--- src/nrpe_pkg.sv ---
// Package with the shared types, constants and decode functions of the RMC position extractor.
package nrpe_pkg;

  localparam int unsigned PAYLOAD_LEN = 63;
  localparam int unsigned HEADER_LEN  = 6;
  localparam int unsigned STORE_N     = 12;
  localparam int unsigned GROUP_LEN   = 11;
  localparam int unsigned SEQ_LEN     = 2 * GROUP_LEN;

  localparam logic [7:0] START_MARK = 8'h24;
  localparam logic [7:0] CURSOR_LAT = 8'h84;
  localparam logic [7:0] CURSOR_LON = 8'hC4;
  localparam logic [7:0] DEGREE_SGN = 8'd223;
  localparam logic [7:0] CHAR_SPACE = 8'h20;
  localparam logic [7:0] CHAR_DOT   = 8'h2E;
  localparam logic [7:0] CHAR_NORTH = 8'h4E;
  localparam logic [7:0] CHAR_EAST  = 8'h45;

  localparam logic [5:0] LAST_COUNT = 6'(PAYLOAD_LEN - 1);
  localparam logic [5:0] HEAD_LAST  = 6'(HEADER_LEN - 1);
  localparam logic [4:0] SEQ_LAST   = 5'(SEQ_LEN - 1);
  localparam logic [4:0] GROUP_N    = 5'(GROUP_LEN);

  typedef enum logic [2:0] {
    PH_IDLE = 3'b001,
    PH_HEAD = 3'b010,
    PH_BODY = 3'b100
  } phase_e;

  typedef struct packed {
    logic [STORE_N-1:0][7:0] field;
  } job_t;

  typedef struct packed {
    logic       hit;
    logic [3:0] slot;
  } keep_t;

  typedef struct packed {
    logic [7:0] data;
    logic       cmd;
    logic       last;
  } item_t;

  function automatic logic [7:0] hdr_char(input logic [2:0] pos);
    logic [7:0] c;
    unique case (pos)
      3'd0:    c = 8'h47;
      3'd1:    c = 8'h50;
      3'd2:    c = 8'h52;
      3'd3:    c = 8'h4D;
      3'd4:    c = 8'h43;
      3'd5:    c = 8'h2C;
      default: c = 8'h00;
    endcase
    return c;
  endfunction

  function automatic keep_t keep_slot(input logic [5:0] cnt);
    keep_t k;
    k.hit = 1'b1;
    unique case (cnt)
      6'd12:   k.slot = 4'd0;
      6'd13:   k.slot = 4'd1;
      6'd14:   k.slot = 4'd2;
      6'd15:   k.slot = 4'd3;
      6'd17:   k.slot = 4'd4;
      6'd18:   k.slot = 4'd5;
      6'd26:   k.slot = 4'd6;
      6'd27:   k.slot = 4'd7;
      6'd28:   k.slot = 4'd8;
      6'd29:   k.slot = 4'd9;
      6'd31:   k.slot = 4'd10;
      6'd32:   k.slot = 4'd11;
      default: begin
        k.hit  = 1'b0;
        k.slot = 4'd0;
      end
    endcase
    return k;
  endfunction

  function automatic item_t seq_item(input logic [4:0] idx, input job_t job);
    item_t      it;
    logic       grp;
    logic [4:0] k;
    logic [3:0] base;
    grp  = (idx >= GROUP_N);
    k    = grp ? (idx - GROUP_N) : idx;
    base = grp ? 4'd6 : 4'd0;
    it.cmd  = 1'b0;
    it.last = (idx == SEQ_LAST);
    unique case (k)
      5'd0: begin
        it.data = grp ? CURSOR_LON : CURSOR_LAT;
        it.cmd  = 1'b1;
      end
      5'd1:    it.data = job.field[base];
      5'd2:    it.data = job.field[base + 4'd1];
      5'd3:    it.data = CHAR_DOT;
      5'd4:    it.data = job.field[base + 4'd2];
      5'd5:    it.data = job.field[base + 4'd3];
      5'd6:    it.data = job.field[base + 4'd4];
      5'd7:    it.data = job.field[base + 4'd5];
      5'd8:    it.data = DEGREE_SGN;
      5'd9:    it.data = CHAR_SPACE;
      5'd10:   it.data = grp ? CHAR_EAST : CHAR_NORTH;
      default: it.data = CHAR_SPACE;
    endcase
    return it;
  endfunction

endpackage

--- src/nrpe_front.sv ---
// Sentence parser that matches the header, latches the position bytes and posts display jobs.
module nrpe_front (
  input  logic           clk_i,
  input  logic           rst_ni,
  input  logic           valid_i,
  input  logic [7:0]     byte_i,
  input  logic           full_i,
  output logic           ready_o,
  output logic           push_o,
  output nrpe_pkg::job_t job_o
);
  import nrpe_pkg::*;

  phase_e     phase_q, phase_d;
  logic [5:0] count_q, count_d;
  logic       hdr_ok_q, hdr_ok_d;
  job_t       store_q, store_d;
  keep_t      keep;
  logic       take;
  logic       hdr_ok_now;

  assign ready_o = !full_i;
  assign take    = valid_i && ready_o;
  assign keep    = keep_slot(count_q);
  assign hdr_ok_now = hdr_ok_q && (byte_i == hdr_char(count_q[2:0]));

  always_comb begin
    phase_d  = phase_q;
    count_d  = count_q;
    hdr_ok_d = hdr_ok_q;
    store_d  = store_q;
    push_o   = 1'b0;
    if (take) begin
      unique case (phase_q)
        PH_HEAD: begin
          hdr_ok_d = hdr_ok_now;
          count_d  = count_q + 6'd1;
          if (count_q >= HEAD_LAST) begin
            count_d = 6'd0;
            phase_d = hdr_ok_now ? PH_BODY : PH_IDLE;
          end
        end
        PH_BODY: begin
          if (keep.hit) begin
            store_d.field[keep.slot] = byte_i;
          end
          if (count_q >= LAST_COUNT) begin
            push_o  = 1'b1;
            count_d = 6'd0;
            phase_d = PH_IDLE;
          end else begin
            count_d = count_q + 6'd1;
          end
        end
        default: begin
          phase_d = PH_IDLE;
          if (byte_i == START_MARK) begin
            phase_d  = PH_HEAD;
            count_d  = 6'd0;
            hdr_ok_d = 1'b1;
          end
        end
      endcase
    end
  end

  assign job_o = store_d;

  always_ff @(posedge clk_i or negedge rst_ni) begin
    if (!rst_ni) begin
      phase_q  <= PH_IDLE;
      count_q  <= 6'd0;
      hdr_ok_q <= 1'b1;
    end else begin
      phase_q  <= phase_d;
      count_q  <= count_d;
      hdr_ok_q <= hdr_ok_d;
    end
  end

  always_ff @(posedge clk_i) begin
    store_q <= store_d;
  end

endmodule

--- src/nrpe_fifo.sv ---
// Two-entry queue of display jobs between the parser and the display sequencer.
module nrpe_fifo (
  input  logic           clk_i,
  input  logic           rst_ni,
  input  logic           push_i,
  input  nrpe_pkg::job_t job_i,
  input  logic           pop_i,
  output nrpe_pkg::job_t job_o,
  output logic           full_o,
  output logic           empty_o
);
  import nrpe_pkg::*;

  job_t       mem_q [2];
  logic       wr_ptr_q, rd_ptr_q;
  logic [1:0] fill_q;
  logic       do_push, do_pop;

  assign full_o  = (fill_q == 2'd2);
  assign empty_o = (fill_q == 2'd0);
  assign do_push = push_i && !full_o;
  assign do_pop  = pop_i && !empty_o;
  assign job_o   = mem_q[rd_ptr_q];

  always_ff @(posedge clk_i or negedge rst_ni) begin
    if (!rst_ni) begin
      wr_ptr_q <= 1'b0;
      rd_ptr_q <= 1'b0;
      fill_q   <= 2'd0;
    end else begin
      if (do_push) begin
        wr_ptr_q <= !wr_ptr_q;
      end
      if (do_pop) begin
        rd_ptr_q <= !rd_ptr_q;
      end
      fill_q <= fill_q + {1'b0, do_push} - {1'b0, do_pop};
    end
  end

  always_ff @(posedge clk_i) begin
    if (do_push) begin
      mem_q[wr_ptr_q] <= job_i;
    end
  end

endmodule

--- src/nrpe_back.sv ---
// Display sequencer that turns one job into the 22-item cursor and character run.
module nrpe_back (
  input  logic           clk_i,
  input  logic           rst_ni,
  input  logic           empty_i,
  input  nrpe_pkg::job_t job_i,
  output logic           pop_o,
  input  logic           ready_i,
  output logic           valid_o,
  output logic [7:0]     data_o,
  output logic           cmd_o,
  output logic           last_o
);
  import nrpe_pkg::*;

  job_t       job_q;
  logic       busy_q;
  logic [4:0] idx_q;
  logic       out_vld_q;
  item_t      out_q;
  item_t      cur;
  logic       can_load;

  assign can_load = !out_vld_q || ready_i;
  assign pop_o    = !busy_q && !empty_i;
  assign cur      = seq_item(idx_q, job_q);

  always_ff @(posedge clk_i or negedge rst_ni) begin
    if (!rst_ni) begin
      busy_q    <= 1'b0;
      idx_q     <= 5'd0;
      out_vld_q <= 1'b0;
    end else begin
      if (busy_q && can_load) begin
        out_vld_q <= 1'b1;
      end else if (ready_i) begin
        out_vld_q <= 1'b0;
      end
      if (pop_o) begin
        busy_q <= 1'b1;
        idx_q  <= 5'd0;
      end else if (busy_q && can_load) begin
        idx_q <= idx_q + 5'd1;
        if (idx_q == SEQ_LAST) begin
          busy_q <= 1'b0;
        end
      end
    end
  end

  always_ff @(posedge clk_i) begin
    if (pop_o) begin
      job_q <= job_i;
    end
    if (busy_q && can_load) begin
      out_q <= cur;
    end
  end

  assign valid_o = out_vld_q;
  assign data_o  = out_q.data;
  assign cmd_o   = out_q.cmd;
  assign last_o  = out_q.last;

endmodule

--- src/nmea_rmc_position_extractor_top.sv ---
// Top level of the RMC position extractor: parser, job queue and display sequencer.
//
// Usage: received serial bytes enter on the s_axis channel, one byte per request.
// Outside a sentence every byte but the start mark is dropped. After the start mark
// six header bytes are compared with the RMC header; on a match the next 63 payload
// bytes are taken and the latitude and longitude digits are latched from them.
// The last payload byte posts one job to a two-entry queue. The sequencer then
// sends 22 requests on the m_axis channel: a cursor command (tuser high), the
// latitude text, a second cursor command and the longitude text; tlast marks the
// final request. With the sequencer idle, a job passes through the queue, the sequencer's
// job register and its output register before its first request is offered; the sequencer
// then sends one request per cycle while the receiver is ready, fetching jobs only when idle.
// Input bytes are taken every cycle; s_axis_tready drops only while the queue
// holds two jobs, which happens only when the receiver stalls for long.
// A stalled receiver holds the current request in the output register.
// Reset clears the parser to idle, empties the queue and drops m_axis_tvalid.
module nmea_rmc_position_extractor_top (
  input  logic       clk_i,
  input  logic       rst_ni,
  input  logic       s_axis_tvalid,
  output logic       s_axis_tready,
  input  logic [7:0] s_axis_tdata,   // [7:0] rx_byte
  output logic       m_axis_tvalid,
  input  logic       m_axis_tready,
  output logic [7:0] m_axis_tdata,   // [7:0] lcd_byte
  output logic       m_axis_tuser,   // [0] is_command
  output logic       m_axis_tlast    // last_of_run
);
  import nrpe_pkg::*;

  logic push, pop, full, empty;
  job_t push_job, head_job;

  nrpe_front u_front (
    .clk_i   (clk_i),
    .rst_ni  (rst_ni),
    .valid_i (s_axis_tvalid),
    .byte_i  (s_axis_tdata),
    .full_i  (full),
    .ready_o (s_axis_tready),
    .push_o  (push),
    .job_o   (push_job)
  );

  nrpe_fifo u_fifo (
    .clk_i   (clk_i),
    .rst_ni  (rst_ni),
    .push_i  (push),
    .job_i   (push_job),
    .pop_i   (pop),
    .job_o   (head_job),
    .full_o  (full),
    .empty_o (empty)
  );

  nrpe_back u_back (
    .clk_i   (clk_i),
    .rst_ni  (rst_ni),
    .empty_i (empty),
    .job_i   (head_job),
    .pop_o   (pop),
    .ready_i (m_axis_tready),
    .valid_o (m_axis_tvalid),
    .data_o  (m_axis_tdata),
    .cmd_o   (m_axis_tuser),
    .last_o  (m_axis_tlast)
  );

  a_no_push_when_full: assert property (@(posedge clk_i) disable iff (!rst_ni)
    push |-> !full) else $error("job posted while the queue is full");

  a_cmd_is_cursor: assert property (@(posedge clk_i) disable iff (!rst_ni)
    (m_axis_tvalid && m_axis_tuser) |->
      (m_axis_tdata == CURSOR_LAT || m_axis_tdata == CURSOR_LON))
    else $error("command request is not a cursor position");

  a_last_is_east: assert property (@(posedge clk_i) disable iff (!rst_ni)
    (m_axis_tvalid && m_axis_tlast) |-> (!m_axis_tuser && m_axis_tdata == CHAR_EAST))
    else $error("final request of a run is not the east mark");

  a_cursor_after_last: assert property (@(posedge clk_i) disable iff (!rst_ni)
    (m_axis_tvalid && m_axis_tready && m_axis_tlast) ##1 m_axis_tvalid |->
      (m_axis_tuser && m_axis_tdata == CURSOR_LAT))
    else $error("new run does not open with the latitude cursor");

endmodule
--- config.mk ---
export PLATFORM = sky130hd
export DESIGN_NAME = nmea_rmc_position_extractor_top
export DESIGN_NICKNAME = d
export VERILOG_FILES = /design/src/nrpe_pkg.sv /design/src/nrpe_front.sv /design/src/nrpe_fifo.sv /design/src/nrpe_back.sv /design/src/nmea_rmc_position_extractor_top.sv
export SDC_FILE = /design/constraint.sdc
export NUM_CORES = 1
export LEC_CHECK = 0
export ABC_CLOCK_PERIOD_IN_PS = 30500
export BUFFER_PORTS_ARGS = -buffer_cell sky130_fd_sc_hd__buf_2
export CAP_MARGIN = 40
export CORE_ASPECT_RATIO = 1.25
export CORE_MARGIN = 5
export CORE_UTILIZATION = 65
export CTS_BUF_LIST = sky130_fd_sc_hd__clkbuf_16
export DETAILED_ROUTE_END_ITERATION = 8
export PLACE_DENSITY_LB_ADDON = 0.08
export SLEW_MARGIN = 40
export SYNTH_ARGS = -nofsm -noshare
export SYNTH_HDL_FRONTEND = slang
export SYNTH_SLANG_ARGS = --single-unit
--- constraint.sdc ---
create_clock -name clk_i -period 30.5 [get_ports clk_i]
set_input_delay 4.575 -clock clk_i [delete_from_list [all_inputs] [get_ports clk_i]]
set_output_delay 4.575 -clock clk_i [all_outputs]
set_load 0.05 [all_outputs]
==> metrics.csv, run 1 <==
stage,metric,value,unit
outcome,status,"finished, final reports clean",
min_path,worstHoldPathType,flop to flop,
power_and_ir_drop,power_report.internal_total,0.8702,mW
critical_path,cp_max_fo,71,
route,drc_errors,0,
sta,clock.fmax,0.1491,GHz
logic_synthesis,synth_fp_nets,1064,
sta,final_period_util,21.99,%
floorplanning,start_util,65.79,%
floorplanning,die_height,186.1,um
power_and_ir_drop,power.share.sequential,55.3,%
critical_path,critical_path.endpoint_type,flop,
global_routing,gr-total-overflow,0,
critical_path,worst-setup-path-type,input pin to flop,
route,wirelength,32060,um
logic_synthesis,yosysSeqAreaShare,70.70,%
clock_tree,ctsResizeCount,0,
critical_path,timing.critical_path.from_type,input pin,
clock_tree,ctsRootBufferMaster,sky130_fd_sc_hd__clkbuf_16,
global_routing,grt_pass1_vias,8631,
floorplanning,fp-row-count,64,
floorplanning,core-area,24500,um2
route,first_iter_violations,585,
global_routing,antenna_found_initial,0,
logic_synthesis,netlist-cell-type-count,72,
clock_tree,clkSlewWorstSetupHoldPaths,60,ps
floorplanning,ios,24,
clock_tree,htree_num_levels,2,
power_and_ir_drop,clkPwrFrac,43.3,%
global_routing,grt_first_pass_wirelength,49460,um
sta,setup-violations-final,0,
global_routing,largest_net_degree_at_the_start_of_global_routing,72,
final_layout,drive_gt1_share,28.13,%
power_and_ir_drop,max-vdd-ir-drop,0.05349,mV
route,via_count,8643,
clock_tree,cts.hold.buffers_added,0,
placed_design,gpl.final_weighted_congestion,0.8940,
critical_path,critical_path_required,30650,ps
power_and_ir_drop,power_switching,0.2161,mW
logic_synthesis,yosys_most_used_dff,sky130_fd_sc_hd__edfxtp_1,
sta,slew_headroom,47.83,%
clock_tree,clock_tree_from_tritoncts,done,
route,drt_pass1_iterations,5,
placed_design,io_buffer_count,23,
final_layout,final_std_cells_w_o_fill,1432,
global_routing,grt_use_total,23.59,%
power_and_ir_drop,power.density_cell_area,60.82,nW/um2
route,wl_per_cell,22.39,um
sta,hold_violation_total_from_the_final_report,0,
sta,rsz_0062_raised_after_global_routing,no,
sta,max_slew.worst_pin.slew,782.5,ps
placed_design,detailedPlace.worstSlack,23220,ps
final_layout,antenna-diode-count,0,
sta,final_max_slew_viol_count,0,
run,timing.max_cap.violations,0,
logic_synthesis,synth_seq_cells,415,
logic_synthesis,yosysWarningCount,0,
critical_path,arrival,6860,ps
sta,timing.setup.tns,0,ps
clock_tree,cts.sink_count,415,
sta,final.min_clock_period,6708,ps
final_layout,layout-area-overhead-vs-synth,10.80,%
sta,finClkSkew,9.472,ps
logic_synthesis,mean_post_synth_cell_area,15.47,um2
final_layout,filler_cell_count,1613,
logic_synthesis,synth.cell_area,16120,um2
route,route.antenna.remaining_nets,0,
clock_tree,tritoncts.num_buffers,39,
final_layout,num-nets-final,1093,
sta,fin_ws,23790,ps
power_and_ir_drop,switching_share,19.89,%
logic_synthesis,synth_edf_count,298,
power_and_ir_drop,cellLeakagePower,6.234,nW
clock_tree,postCtsSetupBuffers,0,
logic_synthesis,async_reset_ff_share,5.060,%
clock_tree,worst_skew_pair.late_latency,520,ps
floorplanning,die_width,150.9,um
placed_design,dp_cells,1360,
floorplanning,die_area,28070,um2
placed_design,dp_hpwl,18860,um
clock_tree,cts.path.max_buffers,3,
route,viasPerCell,6.036,
logic_synthesis,syn-instance-count,1042,
power_and_ir_drop,comb_power_share,1.4,%
[synthesized netlist by cell type (all sizes together) (3+ instances only)]
cell type,number,area share [%]
a221oi,3,0.16
mux2,192,14
and2,4,0.16
o211ai,5,0.23
o31ai,10,0.47
a31oi,3,0.12
nand2,97,2.3
a21oi,51,1.6
nor4b,3,0.16
xnor2,4,0.22
a21o,5,0.23
a211oi,3,0.14
nor3,10,0.31
mux2i,8,0.50
nand3,11,0.34
clkbuf,38,0.88
or3,4,0.16
xor2,5,0.27
o21ai,18,0.58
o32ai,3,0.21
ha,10,0.78
or2,4,0.16
nand2b,15,0.63
a2111oi,3,0.16
inv,18,0.42
dfrtp,19,2.9
nor4,13,0.50
dfxtp,96,12
edfxtp,298,56
nor2,28,1.1
or4,4,0.23
buf,9,0.27
o22ai,10,0.39
[layer usage]
layer	part of all wire, %	vias to the layer above	track usage, %	wire (um)
met2	50	206	39.77	16110
met3	4.6	55	3.531	1462
li1	-	3998	-	-
met4	3.1	0	7.910	1009
met5	0	-	0	0
met1	42	4384	31.77	13480
[critical path, stage by stage]
cell	delay (ps)
sky130_fd_sc_hd__buf_2	120
sky130_fd_sc_hd__nand2_4	60
sky130_fd_sc_hd__or3_1	490
sky130_fd_sc_hd__nor3_1	430
sky130_fd_sc_hd__and2_4	490
sky130_fd_sc_hd__buf_6	630
[power by group through the flow]
stage | Combinational, mW | Sequential [mW] | Clock [mW]
2_1_floorplan | 0.00992 | 0.611 | 0
3_3_place_gp | 0.0150 | 0.613 | 0
3_5_place_dp | 0.0152 | 0.612 | 0
4_1_cts | 0.0152 | 0.600 | 0.480
5_1_grt | 0.0165 | 0.600 | 0.506
6_report | 0.0152 | 0.600 | 0.471
[metrics by stage]
step / hold slack [ps] / utilization [%] / power, mW / cell area [um2]
final: 483.1 / 72.90 / 1.086 / 17860
after global routing: 501.0 / 72.90 / 1.123 / 17860
after CTS: 484.1 / 72.90 / 1.095 / 17860
after detailed placement: 466.7 / 67.73 / 0.6276 / 16600
after global placement: 456.6 / 67.68 / 0.6275 / 16580
after floorplan: 444.4 / - / 0.6213 / 16120
[sequential cells by signal, indices dropped and copies added, names as in the netlist]
name	cells
u_fifo.mem_q	192
u_fifo.rd_ptr_q	1
u_back.job_q	96
u_back.busy_q	1
u_back.last_o	1
u_back.cmd_o	1
u_fifo.fill_q	2
u_front.phase_q	3
u_back.data_o	8
u_front.store_q	96
u_back.idx_q	5
u_back.valid_o	1
u_front.count_q	6
u_front.hdr_ok_q	1
u_fifo.wr_ptr_q	1
[cell type report]
cell class | instances | area [um2] | share of cell area [%]
sequential | 415 | 11400 | 63.83
multi-input combinational | 562 | 4497 | 25.18
clock buffer | 40 | 1001 | 5.604
tap | 330 | 412.9 | 2.312
clock inverter | 32 | 265.3 | 1.485
timing repair buffer | 35 | 216.5 | 1.212
inverter | 18 | 67.56 | 0.3783
[layout by cell type, fill, tap and decap left out, types with 11 or more instances in the layout]
cell type / instances
sky130_fd_sc_hd__a21oi_1: 50
sky130_fd_sc_hd__buf_2: 23
sky130_fd_sc_hd__clkbuf_16: 40
sky130_fd_sc_hd__dfrtp_1: 18
sky130_fd_sc_hd__dfxtp_1: 96
sky130_fd_sc_hd__edfxtp_1: 298
sky130_fd_sc_hd__inv_1: 23
sky130_fd_sc_hd__mux2_2: 179
sky130_fd_sc_hd__nand2_1: 95
sky130_fd_sc_hd__nand2b_1: 14
sky130_fd_sc_hd__nand3_1: 11
sky130_fd_sc_hd__nor2_1: 21
sky130_fd_sc_hd__nor4_1: 12
sky130_fd_sc_hd__o21ai_0: 17
[logic make-up (layout without fill, tap and decap cells)]
family	after synthesis	after routing	share of synthesized area, %
buffers and inverters	65	125	1.575
flip-flops	415	415	70.70
adder cells (fa/ha/maj)	10	10	0.7761
AND/OR/NAND/NOR	208	208	6.907
multiplexers	200	200	14.09
XOR/XNOR	9	9	0.4889
AO/OA/AOI/OAI	135	135	5.456
[path summary, 6_finish.rpt]
check / to / slack [ps] / depth (start not counted) / from
setup / recovery: u_fifo.mem_q[1][79] / 23790 / 6 / s_axis_tvalid
min in group asynchronous: u_front.phase_q[2] / 4010 / 1 / rst_ni
hold reg to reg: u_front.store_q[47] / 480 / 1 / u_front.store_q[47]
max in group asynchronous: u_fifo.rd_ptr_q / 26100 / 1 / rst_ni
setup reg to reg: u_back.data_o[7] / 26290 / 8 / u_back.idx_q[0]
hold / removal: u_front.store_q[47] / 480 / 1 / u_front.store_q[47]
(Power assumes the default switching activity.)
==> run 2: changes to the inputs <==
- ABC_CLOCK_PERIOD_IN_PS: 30500 -> 5900
- CORE_UTILIZATION: 65 -> 56
- clock period: 30.5 -> 5.9 ns (I/O delays scaled with it)
==> metrics.csv, run 2 (synthesis gave the netlist of run 1 again) <==
stage,metric,value,unit,change
critical_path,rr_worst_depth,8,,unchanged
sta,final_period_util,58.02,%,
power_and_ir_drop,switching_share,19.89,%,about the same
final_layout,largest_register_ff_count,192,,unchanged
global_routing,largest_net_degree_at_the_start_of_global_routing,97,,+35%
final_layout,area_occupied_by_registers,11400,um2,unchanged
route,first_iter_violations,651,,+11%
sta,fin_ws,2477,ps,-21320 ps
placed_design,post_dp_cell_area,16680,um2,+0.51%
clock_tree,tritoncts.num_buffers,41,,+5.1%
route,viasPerCell,5.905,,-2.2%
clock_tree,cts.sink_count,415,,unchanged
power_and_ir_drop,cellLeakagePower,6.168,nW,-1.1%
route,drt_pass1_iterations,5,,unchanged
critical_path,path_delay_family,compound AO/OA/AOI/OAI gates,,
floorplanning,fp-row-count,69,,+7.8%
final_layout,filler_cell_count,2069,,+28%
sta,final_max_slew_viol_count,0,,unchanged
clock_tree,clock_tree_from_tritoncts,done,,
global_routing,gr-total-overflow,0,,unchanged
critical_path,worst-setup-path-type,flop to flop,,
critical_path,timing.critical_path.from_type,flop,,
sta,hold_violation_total_from_the_final_report,0,,unchanged
power_and_ir_drop,overall_power_of_the_completed_layout,5.651,mW,+420%
power_and_ir_drop,clkPwrFrac,43.6,%,+0.3 points
power_and_ir_drop,power.density_cell_area,314.4,nW/um2,+420%
placed_design,detailedPlace.worstSlack,2382,ps,-20840 ps
global_routing,antenna_found_initial,0,,unchanged
floorplanning,die_height,199.7,um,+7.3%
final_layout,leading_cell_type_in_the_layout_fill_and_taps_excluded,sky130_fd_sc_hd__edfxtp_1,,
global_routing,grt_pass1_vias,8507,,-1.4%
final_layout,reg.largest.list,"u_fifo.mem_q (192), u_back.job_q (96), u_front.store_q (96)",,
power_and_ir_drop,power_report.internal_total,4.527,mW,+420%
clock_tree,cts.path.max_buffers,3,,unchanged
critical_path,arrival,3690,ps,-3170 ps
critical_path,crit_cells,8,,+2
sta,setup-violations-final,0,,unchanged
critical_path,cp_max_fo,23,,-68%
final_layout,most-common-layout-cells,"sky130_fd_sc_hd__edfxtp_1 (298), sky130_fd_sc_hd__mux2_2 (179), sky130_fd_sc_hd__dfxtp_1 (96)",,
critical_path,slowest_stage,sky130_fd_sc_hd__dfrtp_1,,
placed_design,gpl.final_weighted_congestion,0.9082,,+1.6%
route,route.antenna.remaining_nets,0,,unchanged
power_and_ir_drop,power_switching,1.124,mW,+420%
clock_tree,ctsResizeCount,0,,unchanged
floorplanning,core-area,28400,um2,+16%
sta,finClkSkew,16.62,ps,+7.148 ps
sta,clock.fmax,0.2921,GHz,
final_layout,num-nets-final,1095,,+0.18%
critical_path,critical_path.n_buffers_inverters,1,,-1
clock_tree,cts.hold.buffers_added,0,,unchanged
clock_tree,ctsRootBufferMaster,sky130_fd_sc_hd__clkbuf_16,,
critical_path,critical_path.endpoint_type,flop,,
final_layout,register_containing_the_most_flip_flops_in_the_final_layout,u_fifo.mem_q,,
clock_tree,worst_skew_pair.late_latency,530,ps,about the same
final_layout,final_std_cells_w_o_fill,1461,,+2.0%
power_and_ir_drop,comb_power_share,1.4,%,about the same
final_layout,multi_input_area,4512,um2,+0.33%
floorplanning,die_width,161.8,um,+7.2%
sta,rsz_0062_raised_after_global_routing,no,,
critical_path,critPathMaxStageDelay,710,ps,+80 ps
power_and_ir_drop,power.share.sequential,55.0,%,-0.3 points
route,wl_per_cell,23.17,um,+3.5%
sta,max_slew.worst_pin.slew,807.9,ps,+25.33 ps
clock_tree,postCtsSetupBuffers,0,,unchanged
critical_path,startpoint,u_back.idx_q[0],,
sta,finalHoldWorstSlack,316.3,ps,-166.8 ps
run,timing.max_cap.violations,0,,unchanged
clock_tree,htree_num_levels,2,,unchanged
critical_path,regToRegSetupSlack,2480,ps,-23810 ps
sta,timing.setup.tns,0,ps,unchanged
final_layout,drive_gt1_share,28.05,%,-0.076 points
placed_design,io_buffer_count,23,,unchanged
floorplanning,start_util,56.76,%,-9.0 points
clock_tree,clkSlewWorstSetupHoldPaths,60,ps,about the same
global_routing,grt_use_total,21.15,%,-2.4 points
route,via_count,8627,,-0.19%
floorplanning,die_area,32300,um2,+15%
global_routing,grt_first_pass_wirelength,51080,um,+3.3%
placed_design,dp_cells,1385,,+1.8%
critical_path,crit_path_cell_trace,ha_1 > a211o_1 > a21o_1 > buf_4 > mux2i_1 > o22ai_1 > a21oi_1 > nand3_1,,
power_and_ir_drop,max-vdd-ir-drop,0.2526,mV,+370%
outcome,status,"finished, final reports clean",,
min_path,worstHoldPathType,input pin to async pin,,
sta,final.min_clock_period,3423,ps,
final_layout,finish.utilization,63.28,%,-9.6 points
route,drc_errors,0,,unchanged
route,wirelength,33850,um,+5.6%
sta,slew_headroom,46.14,%,-1.7 points
placed_design,dp_hpwl,20460,um,+8.5%
critical_path,r2r-start,u_back.idx_q[0],,
final_layout,stdcell_area,17970,um2,+0.62%
floorplanning,ios,24,,unchanged
critical_path,critical_path_required,6160,ps,-24490 ps
final_layout,layout-area-overhead-vs-synth,11.49,%,
-- run 2: changes by cell type in the layout (fill, tap and decap cells not counted), sizes merged --
cell	change
clkinv	+2
bufinv	-1
diode	+1
clkbuf	+3
inv	+1
clkinvlp	-2
-- run 2: per-layer routing --
layer,GRT usage (%),up-vias,wire (um)
met3,3.239,60,1535
li1,-,4001,-
met5,0,-,0
met2,35.28,234,16720
met1,29.07,4332,14660
met4,6.738,0,930
-- run 2: power by group through the flow --
stage          registers [mW]  logic (mW)  clock network [mW]
2_1_floorplan            3.16      0.0513                   0
3_3_place_gp             3.17      0.0804                   0
3_5_place_dp             3.17      0.0815                   0
4_1_cts                  3.10      0.0815                2.51
5_1_grt                  3.10      0.0876                2.64
6_report                 3.11      0.0799                2.47
-- run 2: cell type report --
| type | instances | area share (%) |
|---|---|---|
| timing repair buffer | 35 | 1.455 |
| antenna | 1 | 0.01392 |
| clock buffer | 43 | 5.987 |
| tap | 355 | 2.471 |
| multi-input combinational | 562 | 25.10 |
| clock inverter | 32 | 1.156 |
| sequential | 415 | 63.44 |
| inverter | 18 | 0.3759 |
-- run 2: final timing paths --
kind	to
hold reg to reg	u_front.store_q[25]
setup / recovery	u_back.data_o[2]
min in group clk_i	u_front.store_q[25]
max in group asynchronous	u_fifo.rd_ptr_q
setup reg to reg	u_back.data_o[2]
hold / removal	u_front.phase_q[2]
-- run 2: worst reg2reg max path, cell delays in order, from the launching register on --
cell and delay (ps):
sky130_fd_sc_hd__dfrtp_1 710, sky130_fd_sc_hd__ha_1 610, sky130_fd_sc_hd__a211o_1 240, sky130_fd_sc_hd__a21o_1 670
sky130_fd_sc_hd__buf_4 370, sky130_fd_sc_hd__mux2i_1 220, sky130_fd_sc_hd__o22ai_1 90, sky130_fd_sc_hd__a21oi_1 160
sky130_fd_sc_hd__nand3_1 90
